**src/hdl/ctt_pkg.sv**
```systemverilog
package ctt_pkg;

  localparam int SAMPLE_WIDTH_DEF = 16;
  localparam int ITERATIONS_DEF   = 15;

  localparam int CFG_W  = 16;
  localparam int ANG_W  = 19;
  localparam int TURN_W = 16;
  localparam int Z_W    = 18;
  localparam int UNF_W  = 21;
  localparam int OUT_W  = 40;

  localparam logic [CFG_W-1:0] CENTER_OFFSET_RST = 16'd10000;

  localparam logic signed [UNF_W-1:0] QUARTER_TURN  = 21'sd90000;
  localparam logic signed [UNF_W-1:0] HALF_TURN     = 21'sd180000;
  localparam logic signed [UNF_W-1:0] NEG_HALF_TURN = -21'sd180000;
  localparam logic signed [UNF_W-1:0] THREE_Q_TURN  = 21'sd270000;
  localparam logic signed [UNF_W-1:0] FULL_TURN     = 21'sd360000;

  localparam logic signed [TURN_W-1:0] TURN_MAX = 16'sh7fff;
  localparam logic signed [TURN_W-1:0] TURN_MIN = 16'sh8000;

  typedef logic [2:0] oct_t;

  localparam oct_t OCT_SWAP = 3'b001;
  localparam oct_t OCT_XNEG = 3'b010;
  localparam oct_t OCT_YNEG = 3'b100;

  localparam oct_t OCT_PLAIN          = 3'd0;
  localparam oct_t OCT_S              = 3'd1;
  localparam oct_t OCT_X              = 3'd2;
  localparam oct_t OCT_XS             = 3'd3;
  localparam oct_t OCT_Y              = 3'd4;
  localparam oct_t OCT_YS             = 3'd5;
  localparam oct_t OCT_YX             = 3'd6;
  localparam oct_t OCT_YXS            = 3'd7;

  // arctangent of 2^-(i+1) in millidegrees
  function automatic logic signed [Z_W-1:0] atan_mdeg(input logic [3:0] i);
    logic signed [Z_W-1:0] r;
    case (i)
      4'd0:    r = 18'sd26565;
      4'd1:    r = 18'sd14036;
      4'd2:    r = 18'sd7125;
      4'd3:    r = 18'sd3576;
      4'd4:    r = 18'sd1789;
      4'd5:    r = 18'sd895;
      4'd6:    r = 18'sd447;
      4'd7:    r = 18'sd223;
      4'd8:    r = 18'sd111;
      4'd9:    r = 18'sd55;
      4'd10:   r = 18'sd27;
      4'd11:   r = 18'sd13;
      4'd12:   r = 18'sd6;
      4'd13:   r = 18'sd3;
      4'd14:   r = 18'sd1;
      default: r = 18'sd0;
    endcase
    return r;
  endfunction

endpackage

```
**src/hdl/cordic_atan2_turn_tracker.sv**
```systemverilog
// throughput: one request per cycle when not stalled; input register, fold, two cordic passes, result register
// a stalled result register holds the whole pipe and drops s_tready in the same cycle
// reset: pipe empty, previous angle and turn count zero, center offset 10000
module cordic_atan2_turn_tracker #(
  parameter int SAMPLE_WIDTH = ctt_pkg::SAMPLE_WIDTH_DEF,
  parameter int ITERATIONS   = ctt_pkg::ITERATIONS_DEF
) (
  input  logic                                      clk,
  input  logic                                      rst,
  input  logic                                      s_tvalid,
  output logic                                      s_tready,
  input  logic [((2*SAMPLE_WIDTH+7)/8)*8-1:0]       s_tdata,  // cos_sample, sin_sample
  output logic                                      m_tvalid,
  input  logic                                      m_tready,
  output logic [ctt_pkg::OUT_W-1:0]                 m_tdata,  // angle_mdeg, turn_count
  input  logic                                      cfg_wen,
  input  logic [ctt_pkg::CFG_W-1:0]                 cfg_wdata
);

  localparam int XW      = SAMPLE_WIDTH + 3;
  localparam int FIRST_N = (ITERATIONS + 1) / 2;
  localparam int SECOND_N = ITERATIONS - FIRST_N;

  logic [ctt_pkg::CFG_W-1:0]              center_offset;
  logic [ctt_pkg::CFG_W+SAMPLE_WIDTH-1:0] offset_ext;
  logic                                   advance;
  logic                                   v_in;
  logic                                   v1;
  logic                                   v2;
  logic                                   v3;
  logic [SAMPLE_WIDTH-1:0]                cos_r;
  logic [SAMPLE_WIDTH-1:0]                sin_r;
  logic signed [XW-1:0]                   x1;
  logic signed [XW-1:0]                   y1;
  logic signed [XW-1:0]                   x2;
  logic signed [XW-1:0]                   y2;
  logic signed [XW-1:0]                   x3;
  logic signed [XW-1:0]                   y3;
  logic signed [ctt_pkg::Z_W-1:0]         z2;
  logic signed [ctt_pkg::Z_W-1:0]         z3;
  ctt_pkg::oct_t                          oct1;
  ctt_pkg::oct_t                          oct2;
  ctt_pkg::oct_t                          oct3;
  logic [ctt_pkg::ANG_W-1:0]              angle;
  logic signed [ctt_pkg::TURN_W-1:0]      turn;

  assign advance    = !m_tvalid || m_tready;
  assign s_tready   = advance;
  assign offset_ext = {{SAMPLE_WIDTH{1'b0}}, center_offset};

  always_ff @(posedge clk) begin
    if (rst) begin
      center_offset <= ctt_pkg::CENTER_OFFSET_RST;
    end else if (cfg_wen) begin
      center_offset <= cfg_wdata;
    end
  end

  always_ff @(posedge clk) begin
    if (rst) begin
      v_in     <= 1'b0;
      v1       <= 1'b0;
      v2       <= 1'b0;
      v3       <= 1'b0;
      m_tvalid <= 1'b0;
    end else if (advance) begin
      v_in     <= s_tvalid;
      v1       <= v_in;
      v2       <= v1;
      v3       <= v2;
      m_tvalid <= v3;
    end
  end

  always_ff @(posedge clk) begin
    if (advance) begin
      cos_r <= s_tdata[SAMPLE_WIDTH-1:0];
      sin_r <= s_tdata[2*SAMPLE_WIDTH-1:SAMPLE_WIDTH];
      oct2  <= oct1;
      oct3  <= oct2;
    end
  end

  ctt_fold #(
    .SAMPLE_WIDTH(SAMPLE_WIDTH)
  ) u_fold (
    .clk        (clk),
    .en         (advance),
    .cos_sample (cos_r),
    .sin_sample (sin_r),
    .offset     (offset_ext[SAMPLE_WIDTH-1:0]),
    .x          (x1),
    .y          (y1),
    .oct        (oct1)
  );

  ctt_cordic_stage #(
    .SAMPLE_WIDTH(SAMPLE_WIDTH),
    .FIRST       (0),
    .COUNT       (FIRST_N)
  ) u_cordic_a (
    .clk  (clk),
    .en   (advance),
    .x_in (x1),
    .y_in (y1),
    .z_in ('0),
    .x    (x2),
    .y    (y2),
    .z    (z2)
  );

  ctt_cordic_stage #(
    .SAMPLE_WIDTH(SAMPLE_WIDTH),
    .FIRST       (FIRST_N),
    .COUNT       (SECOND_N)
  ) u_cordic_b (
    .clk  (clk),
    .en   (advance),
    .x_in (x2),
    .y_in (y2),
    .z_in (z2),
    .x    (x3),
    .y    (y3),
    .z    (z3)
  );

  ctt_tracker u_tracker (
    .clk    (clk),
    .rst    (rst),
    .commit (advance && v3),
    .z_in   (z3),
    .oct    (oct3),
    .angle  (angle),
    .turn   (turn)
  );

  assign m_tdata = {5'b00000, turn, angle};

  a_reset_empty: assert property (@(posedge clk) rst |=> !m_tvalid)
    else $error("result valid right after reset");

  a_stall_holds_input: assert property (@(posedge clk) disable iff (rst)
    (m_tvalid && !m_tready) |-> !s_tready)
    else $error("request taken while result stalled");

  a_turn_only_on_commit: assert property (@(posedge clk) disable iff (rst)
    !(advance && v3) |=> $stable(turn) && $stable(angle))
    else $error("tracker state moved without a committed sample");

  a_angle_range: assert property (@(posedge clk) disable iff (rst)
    m_tvalid |-> (m_tdata[ctt_pkg::ANG_W-1:0] < 19'd360000))
    else $error("angle outside one revolution");

endmodule

```
**src/hdl/ctt_fold.sv**
```systemverilog
module ctt_fold #(
  parameter int SAMPLE_WIDTH = ctt_pkg::SAMPLE_WIDTH_DEF
) (
  input  logic                           clk,
  input  logic                           en,
  input  logic [SAMPLE_WIDTH-1:0]        cos_sample,
  input  logic [SAMPLE_WIDTH-1:0]        sin_sample,
  input  logic [SAMPLE_WIDTH-1:0]        offset,
  output logic signed [SAMPLE_WIDTH+2:0] x,
  output logic signed [SAMPLE_WIDTH+2:0] y,
  output ctt_pkg::oct_t                  oct
);

  logic signed [SAMPLE_WIDTH:0]   cx;
  logic signed [SAMPLE_WIDTH:0]   sy;
  logic signed [SAMPLE_WIDTH:0]   cx_abs;
  logic signed [SAMPLE_WIDTH:0]   sy_abs;
  logic [SAMPLE_WIDTH-1:0]        ax;
  logic [SAMPLE_WIDTH-1:0]        ay;
  logic                           swap;
  logic signed [SAMPLE_WIDTH+2:0] x_next;
  logic signed [SAMPLE_WIDTH+2:0] y_next;
  ctt_pkg::oct_t                  oct_next;

  always_comb begin
    cx     = $signed({1'b0, cos_sample}) - $signed({1'b0, offset});
    sy     = $signed({1'b0, sin_sample}) - $signed({1'b0, offset});
    cx_abs = cx[SAMPLE_WIDTH] ? -cx : cx;
    sy_abs = sy[SAMPLE_WIDTH] ? -sy : sy;
    ax     = cx_abs[SAMPLE_WIDTH-1:0];
    ay     = sy_abs[SAMPLE_WIDTH-1:0];
    swap   = ax < ay;
    x_next = $signed({3'b000, swap ? ay : ax});
    y_next = $signed({3'b000, swap ? ax : ay});
    oct_next = (sy[SAMPLE_WIDTH] ? ctt_pkg::OCT_YNEG : ctt_pkg::OCT_PLAIN)
             | (cx[SAMPLE_WIDTH] ? ctt_pkg::OCT_XNEG : ctt_pkg::OCT_PLAIN)
             | (swap ? ctt_pkg::OCT_SWAP : ctt_pkg::OCT_PLAIN);
  end

  always_ff @(posedge clk) begin
    if (en) begin
      x   <= x_next;
      y   <= y_next;
      oct <= oct_next;
    end
  end

endmodule

```
**src/hdl/ctt_cordic_stage.sv**
```systemverilog
module ctt_cordic_stage #(
  parameter int SAMPLE_WIDTH = ctt_pkg::SAMPLE_WIDTH_DEF,
  parameter int FIRST        = 0,
  parameter int COUNT        = 8
) (
  input  logic                           clk,
  input  logic                           en,
  input  logic signed [SAMPLE_WIDTH+2:0] x_in,
  input  logic signed [SAMPLE_WIDTH+2:0] y_in,
  input  logic signed [ctt_pkg::Z_W-1:0] z_in,
  output logic signed [SAMPLE_WIDTH+2:0] x,
  output logic signed [SAMPLE_WIDTH+2:0] y,
  output logic signed [ctt_pkg::Z_W-1:0] z
);

  logic signed [SAMPLE_WIDTH+2:0] xs [COUNT+1];
  logic signed [SAMPLE_WIDTH+2:0] ys [COUNT+1];
  logic signed [ctt_pkg::Z_W-1:0] zs [COUNT+1];

  // one shift-add rotation per step, y of zero rotates the vector positive and lowers z
  always_comb begin
    xs[0] = x_in;
    ys[0] = y_in;
    zs[0] = z_in;
    for (int k = 0; k < COUNT; k++) begin
      if (ys[k] > 0) begin
        xs[k+1] = xs[k] + (ys[k] >>> (FIRST + k + 1));
        ys[k+1] = ys[k] - (xs[k] >>> (FIRST + k + 1));
        zs[k+1] = zs[k] + ctt_pkg::atan_mdeg(4'(FIRST + k));
      end else begin
        xs[k+1] = xs[k] - (ys[k] >>> (FIRST + k + 1));
        ys[k+1] = ys[k] + (xs[k] >>> (FIRST + k + 1));
        zs[k+1] = zs[k] - ctt_pkg::atan_mdeg(4'(FIRST + k));
      end
    end
  end

  always_ff @(posedge clk) begin
    if (en) begin
      x <= xs[COUNT];
      y <= ys[COUNT];
      z <= zs[COUNT];
    end
  end

endmodule

```
**src/hdl/ctt_tracker.sv**
```systemverilog
module ctt_tracker (
  input  logic                              clk,
  input  logic                              rst,
  input  logic                              commit,
  input  logic signed [ctt_pkg::Z_W-1:0]    z_in,
  input  ctt_pkg::oct_t                     oct,
  output logic [ctt_pkg::ANG_W-1:0]         angle,
  output logic signed [ctt_pkg::TURN_W-1:0] turn
);

  logic signed [ctt_pkg::UNF_W-1:0]  zz;
  logic signed [ctt_pkg::UNF_W-1:0]  zu;
  logic signed [ctt_pkg::UNF_W-1:0]  zw;
  logic signed [ctt_pkg::UNF_W-1:0]  diff;
  logic [ctt_pkg::ANG_W-1:0]         angle_next;
  logic signed [ctt_pkg::TURN_W-1:0] turn_next;

  always_comb begin
    zz = ctt_pkg::UNF_W'(z_in);
    unique case (oct)
      ctt_pkg::OCT_PLAIN: zu = zz;
      ctt_pkg::OCT_S:     zu = ctt_pkg::QUARTER_TURN - zz;
      ctt_pkg::OCT_X:     zu = ctt_pkg::HALF_TURN - zz;
      ctt_pkg::OCT_XS:    zu = ctt_pkg::QUARTER_TURN + zz;
      ctt_pkg::OCT_Y:     zu = ctt_pkg::FULL_TURN - zz;
      ctt_pkg::OCT_YS:    zu = ctt_pkg::THREE_Q_TURN + zz;
      ctt_pkg::OCT_YX:    zu = ctt_pkg::HALF_TURN + zz;
      ctt_pkg::OCT_YXS:   zu = ctt_pkg::THREE_Q_TURN - zz;
    endcase
    if (zu < 0) begin
      zw = zu + ctt_pkg::FULL_TURN;
    end else if (zu >= ctt_pkg::FULL_TURN) begin
      zw = zu - ctt_pkg::FULL_TURN;
    end else begin
      zw = zu;
    end
    angle_next = zw[ctt_pkg::ANG_W-1:0];
    diff = $signed(ctt_pkg::UNF_W'(angle)) - $signed(ctt_pkg::UNF_W'(angle_next));
    turn_next = turn;
    if (diff > ctt_pkg::HALF_TURN) begin
      if (turn != ctt_pkg::TURN_MAX) begin
        turn_next = turn + 16'sd1;
      end
    end else if (diff < ctt_pkg::NEG_HALF_TURN) begin
      if (turn != ctt_pkg::TURN_MIN) begin
        turn_next = turn - 16'sd1;
      end
    end
  end

  // the angle register doubles as the previous angle
  always_ff @(posedge clk) begin
    if (rst) begin
      angle <= '0;
      turn  <= '0;
    end else if (commit) begin
      angle <= angle_next;
      turn  <= turn_next;
    end
  end

endmodule

```
**config.mk**
```make
export PLATFORM = sky130hd
export DESIGN_NAME = cordic_atan2_turn_tracker
export DESIGN_NICKNAME = d
export VERILOG_FILES = /design/src/hdl/ctt_pkg.sv /design/src/hdl/cordic_atan2_turn_tracker.sv /design/src/hdl/ctt_fold.sv /design/src/hdl/ctt_cordic_stage.sv /design/src/hdl/ctt_tracker.sv
export SDC_FILE = /design/constraint.sdc
export NUM_CORES = 2
export LEC_CHECK = 0
export BUFFER_PORTS_ARGS = -buffer_cell sky130_fd_sc_hd__buf_2
export CAP_MARGIN = 25
export CORE_MARGIN = 4
export CORE_UTILIZATION = 56
export CTS_CLUSTER_DIAMETER = 80
export CTS_CLUSTER_SIZE = 14
export DETAILED_ROUTE_END_ITERATION = 10
export PLACE_DENSITY = 0.76
export SYNTH_ARGS = -nofsm -noshare
export SYNTH_HDL_FRONTEND = slang
export SYNTH_SLANG_ARGS = --single-unit
```
**constraint.sdc**
```tcl
create_clock -name clk -period 46 [get_ports clk]
set_input_delay 2.3 -clock clk [delete_from_list [all_inputs] [get_ports clk]]
set_output_delay 2.3 -clock clk [all_outputs]
set_load 0.05 [all_outputs]
```
# After elaboration in Yosys (flattened, before gate mapping)
# Cells that the tools add are included.
totals:
  ram_bits: 0
  input_bits: 53
  mem_bits_ro: 0
  regBits: 203
  latch_bits: 0
  n_memories: 0
  output_inout_bits: 42
classes:
  reduce_logical: 7
  multipliers: 0
  div: 0
  n_lt_le_gt_ge: 20
  bitwise_logic: 2
  eq_ne: 10
  n_addsub: 99
  shift: 0
  muxes: 85
op_table:
  columns: ["op", "n"]
  rows:
  - ["18-bit two-way mux", 44]
  - ["19-bit two-way mux", 29]
  - ["19-bit by 1-bit > comparator with 1-bit output, second input constant", 14]
  - ["18-bit adder", 14]
  - ["18-bit subtractor", 14]
  - ["21-bit one-hot mux with 8 select lines", 1]
  - ["16-bit two-way mux", 8]
  - ["20-bit by 18-bit subtractor with 21-bit output, first input constant", 2]
  - ["19-bit by 10-bit adder with 19-bit output", 2]
  - ["19-bit by 11-bit adder with 19-bit output", 2]
  - ["19-bit by 12-bit adder with 19-bit output", 2]
  - ["19-bit by 13-bit adder with 19-bit output", 2]
  - ["19-bit by 14-bit adder with 19-bit output", 2]
  - ["19-bit by 15-bit adder with 19-bit output", 2]
  - ["19-bit by 16-bit adder with 19-bit output", 2]
  - ["19-bit by 17-bit adder with 19-bit output", 2]
  - ["19-bit by 6-bit adder with 19-bit output", 2]
  - ["19-bit by 7-bit adder with 19-bit output", 2]
  - ["19-bit by 8-bit adder with 19-bit output", 2]
  - ["19-bit by 9-bit adder with 19-bit output", 2]
  - ["19-bit by 10-bit subtractor with 19-bit output", 2]
  - ["19-bit by 11-bit subtractor with 19-bit output", 2]
  - ["19-bit by 12-bit subtractor with 19-bit output", 2]
  - ["19-bit by 13-bit subtractor with 19-bit output", 2]
  - ["46 further kinds", 65]

# Longest topological paths before layout
depth:
  word_depth: 18
  depth_mapped: 170
  mapped_depth_nobuf: 167

# By module
# From an unflattened synthesis, not the netlist that was laid out.
unflattened:
  cells_unflattened: 7929
  area_unflattened_um2: 60640.7
by_module_without_submodules:
  columns: ["module", "area_per_inst_um2", "cells_per_inst", "n_inst", "seq_area_each_um2"]
  rows:
  - ["ctt_cordic_stage (u_cordic_a)", 25119.1, 3363, 1, 1681.6]
  - ["ctt_cordic_stage (u_cordic_b)", 21926.0, 2958, 1, 1681.6]
  - ["ctt_tracker", 7358.3, 1003, 1, 700.7]
  - ["ctt_fold", 4260.3, 489, 1, 1051.0]
  - ["cordic_atan2_turn_tracker", 1976.9, 116, 1, 1561.5]

# Worst setup path after synthesis
# Ideal clock, no wire load.
synth_path:
  path_kind: "reg-to-reg"
  startpoint: "register u_fold.y[1]"
  endpoint: "register u_cordic_a.x[18], data pin"
  arrival_ps: 31600
  path_buffers: 19
  setup_time_ps: 270
  period_less_slack_ps: 31870
  path_stages_with_launch: 154
  path_slack_ps: 14130
  cell_sequence: "edfxtp_1 nor4_1 nand4_1 buf_2 buf_6 buf_2 buf_1 a21oi_1 xnor2_1 ha_1 and4bb_2 nand4_2 nor4_4 or2_2 inv_1 clkbuf_1 o21ai_0 ha_1 [118 not listed] o21ai_0 nand2b_1 a21o_1 a21o_1 a21o_1 a21o_1 a21o_1 a21o_1 a21o_1 a21o_1 a21o_1 a21o_1 a21o_1 a21o_1 a21o_1 a21oi_1 xor2_1 xnor2_1"
synth_lines:
  columns: ["element", "line", "rtl"]
  rows:
  - ["start: declaration", "ctt_fold.sv:10", "output logic signed [SAMPLE_WIDTH+2:0] y,"]
  - ["start signal: assignment", "ctt_fold.sv:43", "y <= y_next;"]
  - ["end signal: assignment", "ctt_cordic_stage.sv:40", "x <= xs[COUNT];"]
  - ["end: declaration", "ctt_cordic_stage.sv:11", "output logic signed [SAMPLE_WIDTH+2:0] x,"]

==> flow_metrics.tcl <==
set metrics [dict create \
    whs_ns 0.408 \
    drt_pass1_iterations 6 \
    drt-total-wl_um 133000 \
    drv_cap 0 \
    fin_nets 7525 \
    cts_tree "built" \
    reg2regPathDepth 145 \
    ant_nets 0 \
    syn_area_per_cell_sq_um 7.64 \
    endpoint_kind "register" \
    io_pins 95 \
    clock_path_buffers 2 \
    crit_family "compound AO/OA/AOI/OAI gates" \
    start_util_pct 56.6 \
    required_ns 46.21 \
    timing.rr.start "u_fold.y[1]$_DFFE_PN_" \
    clk_latency_ns 0.48 \
    synth-edff-count 145 \
    rows 109 \
    drtIter0Drc 3352 \
    rsz0062_at_grt "false" \
    grt_antenna_before_repair 1 \
    critPathMaxFanout 35 \
    worstSetupStartpointType "register" \
    hold_class "reg -> reg" \
    gp_congestion 0.991 \
    cp_slowest_cell "or4b_1" \
    layout-drive-gt1-share_pct 3.87 \
    final_cell_mix "884 x ha_1, 606 x nor2_1, 592 x a21oi_1" \
    cts_resized 0 \
    setup_tns_ns 0 \
    drcViolationCount 0 \
    io_buffers 88 \
    register_area_sq_um 5460 \
    via_per_inst 6.03 \
    grt.overflow.total 0 \
    slew_viol_final 0 \
    cts_htree_levels 4 \
    finalCritPeriodShare_pct 77.5 \
    layout_min_cycle_time_ns 35.63 \
    syn2layout_area_growth_pct 4.29 \
    vias 46600 \
    post-cts-setup-buffers 0 \
    startpoint "u_fold.y[1]$_DFFE_PN_" \
    multi_input_area_sq_um 42000 \
    synth.distinct_cells 118 \
    slowest_delay_ns 0.69 \
    status "complete, no violations" \
    grt_max_degree 67 \
    numCtsBuffers 17 \
    reg2reg_to "u_cordic_a.x[18]$_DFFE_PN_" \
    syn_area_sq_um 50100 \
    cts_hold_buf 0 \
    worstSetupPathType "reg -> reg" \
    grt_pass1_vias 44200 \
    die_w_um 307 \
    setup_viol 0 \
    clockRootBuffer "clkbuf_16" \
    worst_pin_slew_ns 0.987 \
    hpwl_um 111000 \
    coreArea_sq_um 88500 \
    die-area_sq_um 94200 \
    async_reset_ff_share_pct 0 \
    reg2reg_slack_ns 10.37 \
    grt_use_total_pct 27.2 \
    clk_pin_slew_ns 0.08 \
    arrival_ns 35.84 \
    ys_ff_latch 200 \
    yosysSeqAreaShare_pct 10.9 \
    slew_headroom_pct 34.2 \
    yosys_warnings 0 \
    fin_skew_ns 0.0206 \
    fmax_ghz 0.0281 \
    clock-sinks 200 \
    syn_inst 6551 \
    crit_buf_inv 14 \
    grt_pass1_wl_um 217000 \
    nFillCells 8180 \
    hold_viol 0 \
    cp_common_cell "a21oi_1" \
    min_path_cells 0 \
    hold_end "oct2[1]$_DFFE_PN_" \
    ys.flop_type "edfxtp_1" \
    hold_start "u_fold.oct[1]$_DFFE_PN_" \
    wl_per_cell_um 17.2 \
    die_y_um 307 \
    final_common_cell "ha_1" \
]
==> worst reg2reg max path, delay by kind of cell, from the launching register on <==
| kind | cells | cell delay, ns |
|---|---|---|
| and+or+nand+nor | 46 | 11.98 |
| buffers and inverters | 14 | 4.73 |
| DFF | 1 | 0.51 |
| muxes | 1 | 0.31 |
| AOI/OAI and AO/OA | 64 | 13.11 |
| xor gates and xnor gates | 12 | 2.12 |
| adders and majority gates | 8 | 2.59 |
==> logic make-up after synthesis <==
group	share of synthesized area (%)
mux	1.79
buf+inv	5.29
fa+ha+maj	23.7
compound gates	24.9
xor+xnor	15.6
flops	10.9
other cells	0.00749
simple gates	17.8
==> per-layer routing <==
metal	GRT usage [%]	wire, um	share of wire (%)	vias up
li1	-	-	-	23400
met1	34.4	59000	44	21700
met2	48.9	63800	48	1247
met3	1.65	5190	3.9	286
met4	10.1	5000	3.8	0
met5	0	0	0	-
==> per-stage QoR <==
step	util (%)	std cells	worst slack [ns]	cell area (sq um)
final	59.0	7728	10.37	52200
after global routing	59.0	7727	7.60	52200
after CTS	59.0	7727	10.66	52200
after detailed placement	58.3	7695	10.80	51600
after global placement	58.3	7695	11.86	51600
after floorplan	-	6556	14.13	50100
==> Yosys cell counts, types with 99 or more instances <==
cell type	count	share of area, %
a21oi_1	593	5.9
nor3_1	137	1.4
o21bai_1	164	2.5
o21ai_0	381	3.8
xor2_1	306	5.4
nor2_1	607	4.6
ha_1	884	22
a21o_1	282	4.2
nand2_1	374	2.8
xnor2_1	574	10
inv_1	535	4.0
nor2b_1	99	1.2
nand2b_1	129	1.6
edfxtp_1	145	8.7
nand3_1	105	1.0
clkbuf_1	103	0.77
==> state kept, by name (all words and copies together) (netlist names), 16 cells and up <==
| signal | cells |
|---|---|
| u_tracker.turn | 16 |
| sin_r | 16 |
| u_cordic_a.z | 17 |
| center_offset | 16 |
| u_fold.y | 16 |
| u_cordic_a.y | 19 |
| u_tracker.angle | 18 |
| u_cordic_b.z | 17 |
| cos_r | 16 |
| u_fold.x | 16 |
| u_cordic_a.x | 19 |
==> final cells by class <==
cell class	instances	share of cell area [%]
inverter	548	3.94
clock inverter	14	0.331
tap	1165	2.79
sequential	200	10.4
antenna	1	0.00479
multi-input combinational	5668	80.4
clock buffer	18	0.822
timing repair buffer	114	1.22
==> how the worst max path moves through the flow <==
stage                                       endpoint  cells after the start
final                     u_cordic_a.x[18]$_DFFE_PN_                    145
after global routing      u_cordic_a.x[18]$_DFFE_PN_                    144
after CTS                 u_cordic_a.x[18]$_DFFE_PN_                    145
after detailed placement  u_cordic_a.x[18]$_DFFE_PN_                    145
after global placement    u_cordic_a.x[18]$_DFFE_PN_                    145
after floorplan           u_cordic_a.x[18]$_DFFE_PN_                    153
Power is not shown: default switching activity piles up to over one toggle a cycle in this logic, so the estimate is an artifact.
